`src/mwf_pkg.sv`:
```
`timescale 1ns / 1ps
`default_nettype none

package mwf_pkg;

  // Window and number formats
  localparam int WINDOW_DEPTH  = 5;
  localparam int SAMPLE_BITS   = 16;
  localparam int FRACTION_BITS = 8;
  localparam int MEAN_BITS     = SAMPLE_BITS + FRACTION_BITS;
  localparam int COUNT_BITS    = 3;
  localparam int PTR_BITS      = 3;

  // Weights fit in 7 bits (sum of all weights is 100)
  localparam int WEIGHT_BITS   = 7;
  localparam int ACC_BITS      = SAMPLE_BITS + WEIGHT_BITS;
  localparam int MAG_BITS      = ACC_BITS - 1;

  // Divider: one quotient bit per step
  localparam int DIV_STEPS     = MEAN_BITS;
  localparam int DIV_CNT_BITS  = $clog2(DIV_STEPS);

  // Stream data widths, rounded up to whole bytes
  localparam int S_DATA_BITS   = ((SAMPLE_BITS + 7) / 8) * 8;
  localparam int M_FIELD_BITS  = SAMPLE_BITS + MEAN_BITS + COUNT_BITS;
  localparam int M_DATA_BITS   = ((M_FIELD_BITS + 7) / 8) * 8;

  // Weight by age: age 0 is the newest entry
  function automatic logic [WEIGHT_BITS-1:0] weight(input logic [COUNT_BITS-1:0] age);
    logic [WEIGHT_BITS-1:0] w;
    case (age)
      3'd0:    w = 7'd40;
      3'd1:    w = 7'd30;
      3'd2:    w = 7'd15;
      3'd3:    w = 7'd10;
      3'd4:    w = 7'd5;
      default: w = 7'd0;
    endcase
    return w;
  endfunction

  // Sum of the weights in use for a given fill count
  function automatic logic [WEIGHT_BITS-1:0] weight_sum(input logic [COUNT_BITS-1:0] cnt);
    logic [WEIGHT_BITS-1:0] s;
    case (cnt)
      3'd1:    s = 7'd40;
      3'd2:    s = 7'd70;
      3'd3:    s = 7'd85;
      3'd4:    s = 7'd95;
      3'd5:    s = 7'd100;
      default: s = 7'd40;
    endcase
    return s;
  endfunction

endpackage

`default_nettype wire

```
`src/median_weighted_window_filter.sv`:
```
`timescale 1ns / 1ps
`default_nettype none

// Median and weighted moving average over a five-sample window.
// Input stream (s_axis_*): one signed sample per transaction. The sample is
// written into a circular window; up to five most recent samples are valid.
// Output stream (m_axis_*): one transaction per input, holding the median of
// the valid entries (upper middle for an even count), the weighted mean
// (weights 40/30/15/10/5, newest first) in fixed point with 8 fraction bits
// truncated toward zero, and the number of valid entries.
// Processing runs as a scan over the valid entries with one shared
// multiply-accumulate and rank compare, a setup step (ST_PREP), the
// restoring divider (one quotient bit per cycle) and an output step
// (ST_DONE) that loads the output register. s_axis_tready is high only
// while idle, so a new sample is accepted only after the previous result
// has been loaded into the output register and the state is back to idle.
// Reset empties the window and clears both channels. If the receiver stalls,
// the finished result waits in the output register; a new sample is accepted
// meanwhile, and its result waits until the register is taken.

module median_weighted_window_filter (
  input  wire logic                             clk_i,
  input  wire logic                             rst_ni,
  input  wire logic                             s_axis_tvalid,
  output logic                                  s_axis_tready,
  input  wire logic [mwf_pkg::S_DATA_BITS-1:0]  s_axis_tdata,  // [15:0] sample
  output logic                                  m_axis_tvalid,
  input  wire logic                             m_axis_tready,
  // [15:0] median, [39:16] weighted_mean, [42:40] valid_count, rest zero
  output logic [mwf_pkg::M_DATA_BITS-1:0]       m_axis_tdata
);

  typedef enum logic [2:0] {
    ST_IDLE,
    ST_SCAN,
    ST_PREP,
    ST_DIV,
    ST_DONE
  } state_e;

  localparam int SB = mwf_pkg::SAMPLE_BITS;
  localparam int DEPTH = mwf_pkg::WINDOW_DEPTH;
  localparam logic [mwf_pkg::PTR_BITS-1:0] LAST_SLOT = mwf_pkg::PTR_BITS'(DEPTH - 1);
  localparam logic [mwf_pkg::COUNT_BITS-1:0] FULL_COUNT = mwf_pkg::COUNT_BITS'(DEPTH);
  localparam logic [mwf_pkg::DIV_CNT_BITS-1:0] DIV_LAST =
    mwf_pkg::DIV_CNT_BITS'(mwf_pkg::DIV_STEPS - 1);

  state_e state_q;

  logic signed [SB-1:0]                   win_q [DEPTH];
  logic [mwf_pkg::PTR_BITS-1:0]           wp_q;
  logic [mwf_pkg::COUNT_BITS-1:0]         fill_q;

  logic [mwf_pkg::PTR_BITS-1:0]           pos_q;
  logic [mwf_pkg::COUNT_BITS-1:0]         age_q;
  logic [mwf_pkg::COUNT_BITS-1:0]         rank_q [DEPTH];
  logic signed [mwf_pkg::ACC_BITS-1:0]    acc_q;
  logic signed [SB-1:0]                   med_q;
  logic                                   neg_q;
  logic [mwf_pkg::WEIGHT_BITS-1:0]        wsum_q;
  logic [mwf_pkg::WEIGHT_BITS-1:0]        rem_q;
  logic [mwf_pkg::MEAN_BITS-1:0]          dvd_q;
  logic [mwf_pkg::DIV_CNT_BITS-1:0]       div_cnt_q;

  logic                                   out_valid_q;
  logic [SB-1:0]                          out_med_q;
  logic [mwf_pkg::MEAN_BITS-1:0]          out_mean_q;
  logic [mwf_pkg::COUNT_BITS-1:0]         out_cnt_q;

  logic                                   s_accept;
  logic [mwf_pkg::PTR_BITS-1:0]           wp_d;
  logic [mwf_pkg::COUNT_BITS-1:0]         fill_d;
  logic signed [SB-1:0]                   entry;
  logic signed [mwf_pkg::ACC_BITS-1:0]    product;
  logic [mwf_pkg::COUNT_BITS-1:0]         rank_d [DEPTH];
  logic signed [SB-1:0]                   med_d;
  logic [mwf_pkg::COUNT_BITS-1:0]         mid_rank;
  logic [mwf_pkg::ACC_BITS-1:0]           acc_abs;
  logic [mwf_pkg::MAG_BITS-1:0]           mag;
  logic [mwf_pkg::WEIGHT_BITS:0]          trial;
  logic                                   qbit;
  logic [mwf_pkg::WEIGHT_BITS-1:0]        rem_d;
  logic [mwf_pkg::MEAN_BITS-1:0]          mean_d;

  assign s_accept      = s_axis_tvalid && s_axis_tready;
  assign s_axis_tready = (state_q == ST_IDLE);
  assign m_axis_tvalid = out_valid_q;
  assign m_axis_tdata  = {(mwf_pkg::M_DATA_BITS - mwf_pkg::M_FIELD_BITS)'(0),
                          out_cnt_q, out_mean_q, out_med_q};

  // Pointer and fill count after the insert
  assign wp_d   = (wp_q == LAST_SLOT) ? '0 : wp_q + 1'b1;
  assign fill_d = (fill_q == FULL_COUNT) ? fill_q : fill_q + 1'b1;

  // Shared scan unit: one window entry per cycle, newest first
  assign entry   = win_q[pos_q];
  assign product = mwf_pkg::ACC_BITS'(entry * $signed({1'b0, mwf_pkg::weight(age_q)}));

  // Rank update: entries strictly above the scanned one, ties broken by slot
  always_comb begin
    for (int i = 0; i < DEPTH; i++) begin
      if ((entry < win_q[i]) ||
          ((entry == win_q[i]) && (pos_q < mwf_pkg::PTR_BITS'(i)))) begin
        rank_d[i] = rank_q[i] + 1'b1;
      end else begin
        rank_d[i] = rank_q[i];
      end
    end
  end

  // Median: the valid entry whose rank is count/2
  assign mid_rank = fill_q >> 1;
  always_comb begin
    med_d = '0;
    for (int i = 0; i < DEPTH; i++) begin
      if ((mwf_pkg::COUNT_BITS'(i) < fill_q) && (rank_q[i] == mid_rank)) begin
        med_d = win_q[i];
      end
    end
  end

  // Magnitude of the weighted sum for the unsigned divider
  assign acc_abs = acc_q[mwf_pkg::ACC_BITS-1] ? -acc_q : acc_q;
  assign mag     = acc_abs[mwf_pkg::MAG_BITS-1:0];

  // Restoring divide step
  assign trial  = {rem_q, dvd_q[mwf_pkg::MEAN_BITS-1]};
  assign qbit   = (trial >= {1'b0, wsum_q});
  assign rem_d  = qbit ? mwf_pkg::WEIGHT_BITS'(trial - {1'b0, wsum_q})
                       : trial[mwf_pkg::WEIGHT_BITS-1:0];
  assign mean_d = neg_q ? -dvd_q : dvd_q;

  // Control, window and result registers
  always_ff @(posedge clk_i or negedge rst_ni) begin
    if (!rst_ni) begin
      state_q     <= ST_IDLE;
      wp_q        <= '0;
      fill_q      <= '0;
      out_valid_q <= 1'b0;
      for (int i = 0; i < DEPTH; i++) begin
        win_q[i] <= '0;
      end
    end else begin
      // Taken result leaves the register unless a new one is loaded
      if (out_valid_q && m_axis_tready && (state_q != ST_DONE)) begin
        out_valid_q <= 1'b0;
      end
      case (state_q)
        ST_IDLE: begin
          if (s_accept) begin
            win_q[wp_q] <= s_axis_tdata[SB-1:0];
            wp_q        <= wp_d;
            fill_q      <= fill_d;
            pos_q       <= wp_q;
            age_q       <= '0;
            acc_q       <= '0;
            for (int i = 0; i < DEPTH; i++) begin
              rank_q[i] <= '0;
            end
            state_q     <= ST_SCAN;
          end
        end
        ST_SCAN: begin
          acc_q  <= acc_q + product;
          rank_q <= rank_d;
          pos_q  <= (pos_q == '0) ? LAST_SLOT : pos_q - 1'b1;
          age_q  <= age_q + 1'b1;
          if (age_q == fill_q - 1'b1) begin
            state_q <= ST_PREP;
          end
        end
        ST_PREP: begin
          med_q     <= med_d;
          neg_q     <= acc_q[mwf_pkg::ACC_BITS-1];
          wsum_q    <= mwf_pkg::weight_sum(fill_q);
          rem_q     <= {1'b0, mag[mwf_pkg::MAG_BITS-1:SB]};
          dvd_q     <= mwf_pkg::MEAN_BITS'(mag[SB-1:0]) << mwf_pkg::FRACTION_BITS;
          div_cnt_q <= '0;
          state_q   <= ST_DIV;
        end
        ST_DIV: begin
          rem_q     <= rem_d;
          dvd_q     <= {dvd_q[mwf_pkg::MEAN_BITS-2:0], qbit};
          div_cnt_q <= div_cnt_q + 1'b1;
          if (div_cnt_q == DIV_LAST) begin
            state_q <= ST_DONE;
          end
        end
        ST_DONE: begin
          if (!out_valid_q || m_axis_tready) begin
            out_valid_q <= 1'b1;
            out_med_q   <= med_q;
            out_mean_q  <= mean_d;
            out_cnt_q   <= fill_q;
            state_q     <= ST_IDLE;
          end
        end
        default: begin
          state_q <= ST_IDLE;
        end
      endcase
    end
  end

  // Fill count never passes the window depth
  a_fill_range: assert property (@(posedge clk_i) disable iff (!rst_ni)
    fill_q <= FULL_COUNT)
    else $error("fill count beyond window depth");

  // Write pointer stays within the window
  a_wp_range: assert property (@(posedge clk_i) disable iff (!rst_ni)
    wp_q <= LAST_SLOT)
    else $error("write pointer out of range");

  // Divider remainder stays below the divisor
  a_rem_bound: assert property (@(posedge clk_i) disable iff (!rst_ni)
    (state_q == ST_DIV) |-> (rem_q < wsum_q))
    else $error("divider remainder not below divisor");

  // A delivered result never reports an empty window
  a_out_count: assert property (@(posedge clk_i) disable iff (!rst_ni)
    out_valid_q |-> ((out_cnt_q != '0) && (out_cnt_q <= FULL_COUNT)))
    else $error("result count out of range");

  // Input is only taken when the scan can start on a non-empty window next
  a_scan_start: assert property (@(posedge clk_i) disable iff (!rst_ni)
    s_accept |=> ((state_q == ST_SCAN) && (fill_q != '0)))
    else $error("scan did not start after input transaction");

endmodule

`default_nettype wire

```
`config.mk`:
```
export PLATFORM = sky130hd
export DESIGN_NAME = median_weighted_window_filter
export DESIGN_NICKNAME = d
export VERILOG_FILES = /design/src/mwf_pkg.sv /design/src/median_weighted_window_filter.sv
export SDC_FILE = /design/constraint.sdc
export NUM_CORES = 1
export LEC_CHECK = 0
export BUFFER_PORTS_ARGS = -buffer_cell sky130_fd_sc_hd__buf_2
export CAP_MARGIN = 15
export CORE_ASPECT_RATIO = 0.9
export CORE_MARGIN = 3
export CORE_UTILIZATION = 65
export CTS_BUF_LIST = sky130_fd_sc_hd__clkbuf_2 sky130_fd_sc_hd__clkbuf_4 sky130_fd_sc_hd__clkbuf_8
export CTS_CLUSTER_SIZE = 16
export DETAILED_ROUTE_END_ITERATION = 7
export HOLD_SLACK_MARGIN = 0.12
export MAX_ROUTING_LAYER = met4
export PLACE_DENSITY = 0.86
export SKIP_CTS_REPAIR_TIMING = 1
export SLEW_MARGIN = 10
export SYNTH_ARGS = -nofsm -noshare
export SYNTH_HDL_FRONTEND = slang
export SYNTH_SLANG_ARGS = --single-unit
```
`constraint.sdc`:
```
create_clock -name clk_i -period 10.9 [get_ports clk_i]
set_input_delay 1.635 -clock clk_i [delete_from_list [all_inputs] [get_ports clk_i]]
set_output_delay 1.635 -clock clk_i [all_outputs]
set_load 0.02 [all_outputs]
```
==> metrics.txt <==
status=finished, final reports clean; Initial DRC Count=1,484; FP Rows=57; fin nets=2,165; GRT Overall Usage=31.8%; WP depth=19; register area share after synthesis=36.9%; GP Congestion=1.01; Final Util=71.6%; RSZ-0062 raised after global routing=no; Sink Count=235; CP Max Fanout=22; die width=181 um; critical path's largest stage delay=850 ps; Tmin final=6680 ps; Layout Cells excl Fill=2,283; WL final=45.3 mm; CTS Buffer Depth=3; IO Port Bufs=64; clk_lat worst skew=550 ps; vias in the first global route=14,022; Max-Cap Viols=0; Max Clk Rate=150 MHz; Root Buffer Master=clkbuf_8; R2R depth=19; Arr. time, crit path=6970 ps; RR Startpoint=pos_q[2]; average cell area after synthesis=9.77 um^2; Ant. Diodes=0; die area=0.0296 mm^2; Syn Std Cell Area=0.0179 mm^2; # IOs=70; Starting Density=66.1%; via/cell ratio=6.18; RR Endpoint=acc_q[16]; largest net degree at the start of global routing=63; via count=14,100; Largest delay share family, worst path=adder cells; DR WL/cell=19.9 um; drt first pass iters=5; Yosys cell types=81; first-pass GRT wire length=73.6 mm; commonest register cell after synthesis=edfxtp_1; FF+latch count, synth=235; total gr overflow=0; Tightest Pin Transition=1080 ps; fillers=1,903; total CTS buffers=39; Post-synth EDFFs=145; Final Hold Vio Count=0; Startpoint Class=register; floorplan die height=164 um; hold slack=421 ps; beginning of the critical path=pos_q[2]; layout cell share with drive strength beyond 1=11.4%; CP max-delay cell=o22ai_1; setup violators final=0; TritonCTS clock tree=done; CP Capture Type=register; Final ANT Viol Nets=0; DPL Wire Length=33.9 mm; CP endpoint=acc_q[16]; DRC violations left=0; antenna violations before repair=0; register-to-register setup slack=4220 ps; P&R area growth vs syn=8.29%; H-tree depth=2; Required @ worst endpoint=11,190 ps; period utilisation layout=61.3%; TNS Setup=0 ps; Worst-path clk slew=60 ps; Max Slew Vio Count=0; async set-reset flop share out of synthesis=38.3%; cells along the critical path=buf_4 -> inv_1 -> nand2_1 -> o22ai_1 -> o21ai_0 -> fa_1 -> inv_1 -> fa_1 -> fa_1 -> inv_1 -> fa_1 -> inv_1 -> ha_1 -> a2111oi_0 -> nand2b_1 -> or2_2 -> o22ai_1 -> xor2_1 -> nor2_1; max_slew headroom=27.8%; Worst Path Buf+Inv=5; Hold Crit Class=register to register; Synth Warn #=0; WS Path Type=register to register; skew final=23.1 ps; Synth Instances=1,835; core area=0.0271 mm^2; placed cell count=2,212
cells in the mapped netlist, drive strengths merged, types with 5 or more instances:
master | instances | area (um^2)
inv | 265 | 995
nand2 | 174 | 656
ha | 157 | 1960
edfxtp | 145 | 4350
o21ai | 127 | 636
nor2 | 112 | 425
dfrtp | 90 | 2250
fa | 89 | 1780
a21oi | 70 | 358
xnor2 | 59 | 517
clkbuf | 50 | 189
mux2i | 46 | 460
nand3 | 40 | 205
mux2 | 39 | 439
and2 | 31 | 194
nor3 | 31 | 160
buf | 24 | 126
and3 | 23 | 144
nor2b | 19 | 119
a21o | 18 | 135
nand2b | 18 | 120
a22oi | 17 | 128
a311o | 16 | 160
o31ai | 16 | 125
nand4 | 14 | 87.6
o22ai | 14 | 87.6
xor2 | 13 | 114
o21a | 10 | 75.1
o41ai | 9 | 105
or2 | 9 | 58.8
a31oi | 8 | 50.1
a211oi | 7 | 52.6
o31a | 6 | 52.6
or3 | 6 | 37.5
or4 | 6 | 45.0
a2111oi | 5 | 43.8
sequential cells by signal, indices dropped and copies added (netlist names), 3 cells and up:
signal	flops
rank_q	15
div_cnt_q	5
out_mean_q	24
rem_q	7
out_med_q	16
win_q	80
acc_q	23
fill_q	3
out_cnt_q	3
wp_q	3
med_q	16
pos_q	3
wsum_q	5
dvd_q	24
age_q	3
state_q	3
worst register-to-register path, delay by kind of cell (launching register included):
kind	cells	cell delay (ps)
xor+xnor	1	160
flops	1	360
compound gates	4	1890
simple gates	4	920
fa+ha+maj	5	2510
buf+inv	5	580
metal layers:
layer | share of wire, % | wire length (um) | global-route usage (%) | vias up
met4 | 2.6 | 1200 | 9.21 | 0
met2 | 46 | 21100 | 50.3 | 749
met1 | 42 | 18900 | 42.8 | 6807
li1 | - | - | - | 6442
met3 | 9.2 | 4190 | 5.57 | 102
met5 | 0 | 0 | - | -
worst min path at each step:
stage          startpoint            end  slack, ps  cells after the start
6_report         med_q[6]   out_med_q[6]        420                      0
3_3_place_gp     med_q[4]   out_med_q[4]        400                      0
5_1_grt          med_q[2]   out_med_q[2]        430                      0
2_1_floorplan    med_q[0]   out_med_q[0]        400                      0
4_1_cts         med_q[15]  out_med_q[15]        420                      0
3_5_place_dp     med_q[6]   out_med_q[6]        410                      0
layout make-up:
cell class | instances | area (um^2) | area share [%]
multi-input combinational | 1265 | 10100 | 51.8
sequential | 235 | 6610 | 34.0
inverter | 265 | 995 | 5.12
clock buffer | 52 | 647 | 3.33
timing repair buffer | 93 | 541 | 2.78
tap | 354 | 443 | 2.28
clock inverter | 19 | 123 | 0.632
cells by family (layout without fill, tap and decap cells):
| family | Yosys count | in the layout | share of synthesized area [%] |
|---|---|---|---|
| muxes | 85 | 85 | 5.02 |
| other | 1 | 5 | 0.0209 |
| DFF | 235 | 235 | 36.9 |
| buffers and inverters | 339 | 429 | 7.31 |
| AOI/OAI and AO/OA | 357 | 357 | 12.8 |
| and+or+nand+nor | 500 | 500 | 13.6 |
| xor gates and xnor gates | 72 | 72 | 3.52 |
| adders and majority gates | 246 | 246 | 20.9 |
through the flow:
stage / worst slack (ps) / area, um^2
floorplan: 5080 / 17900
global placement: 4550 / 18600
detailed placement: 4380 / 18600
CTS: 4310 / 19400
global route: 3820 / 19400
finish: 4220 / 19400
layout by cell type (no fill, tap or decap), types with 11 or more instances in the layout:
cell and instances:
dfrtp_1 90, mux2_2 35, nand4_1 14, and2_1 29, clkbuf_8 41, edfxtp_1 145
o21ai_0 126, buf_4 30, buf_2 63, ha_1 157, a22oi_1 17, fa_1 89
o22ai_1 14, and3_1 22, inv_1 265, xnor2_1 59, nand2_1 173, xor2_1 13
mux2i_1 46, a21o_1 18, o31ai_1 15, a311o_1 16, a21oi_1 68, nor3_1 27
nor2b_1 17, clkinv_1 12, nand2b_1 17, nor2_1 109, clkbuf_4 11, nand3_1 39
Power is left out: the tool's default activity adds up to more than one toggle a clock period on the data nets, which glitch-free logic cannot reach.
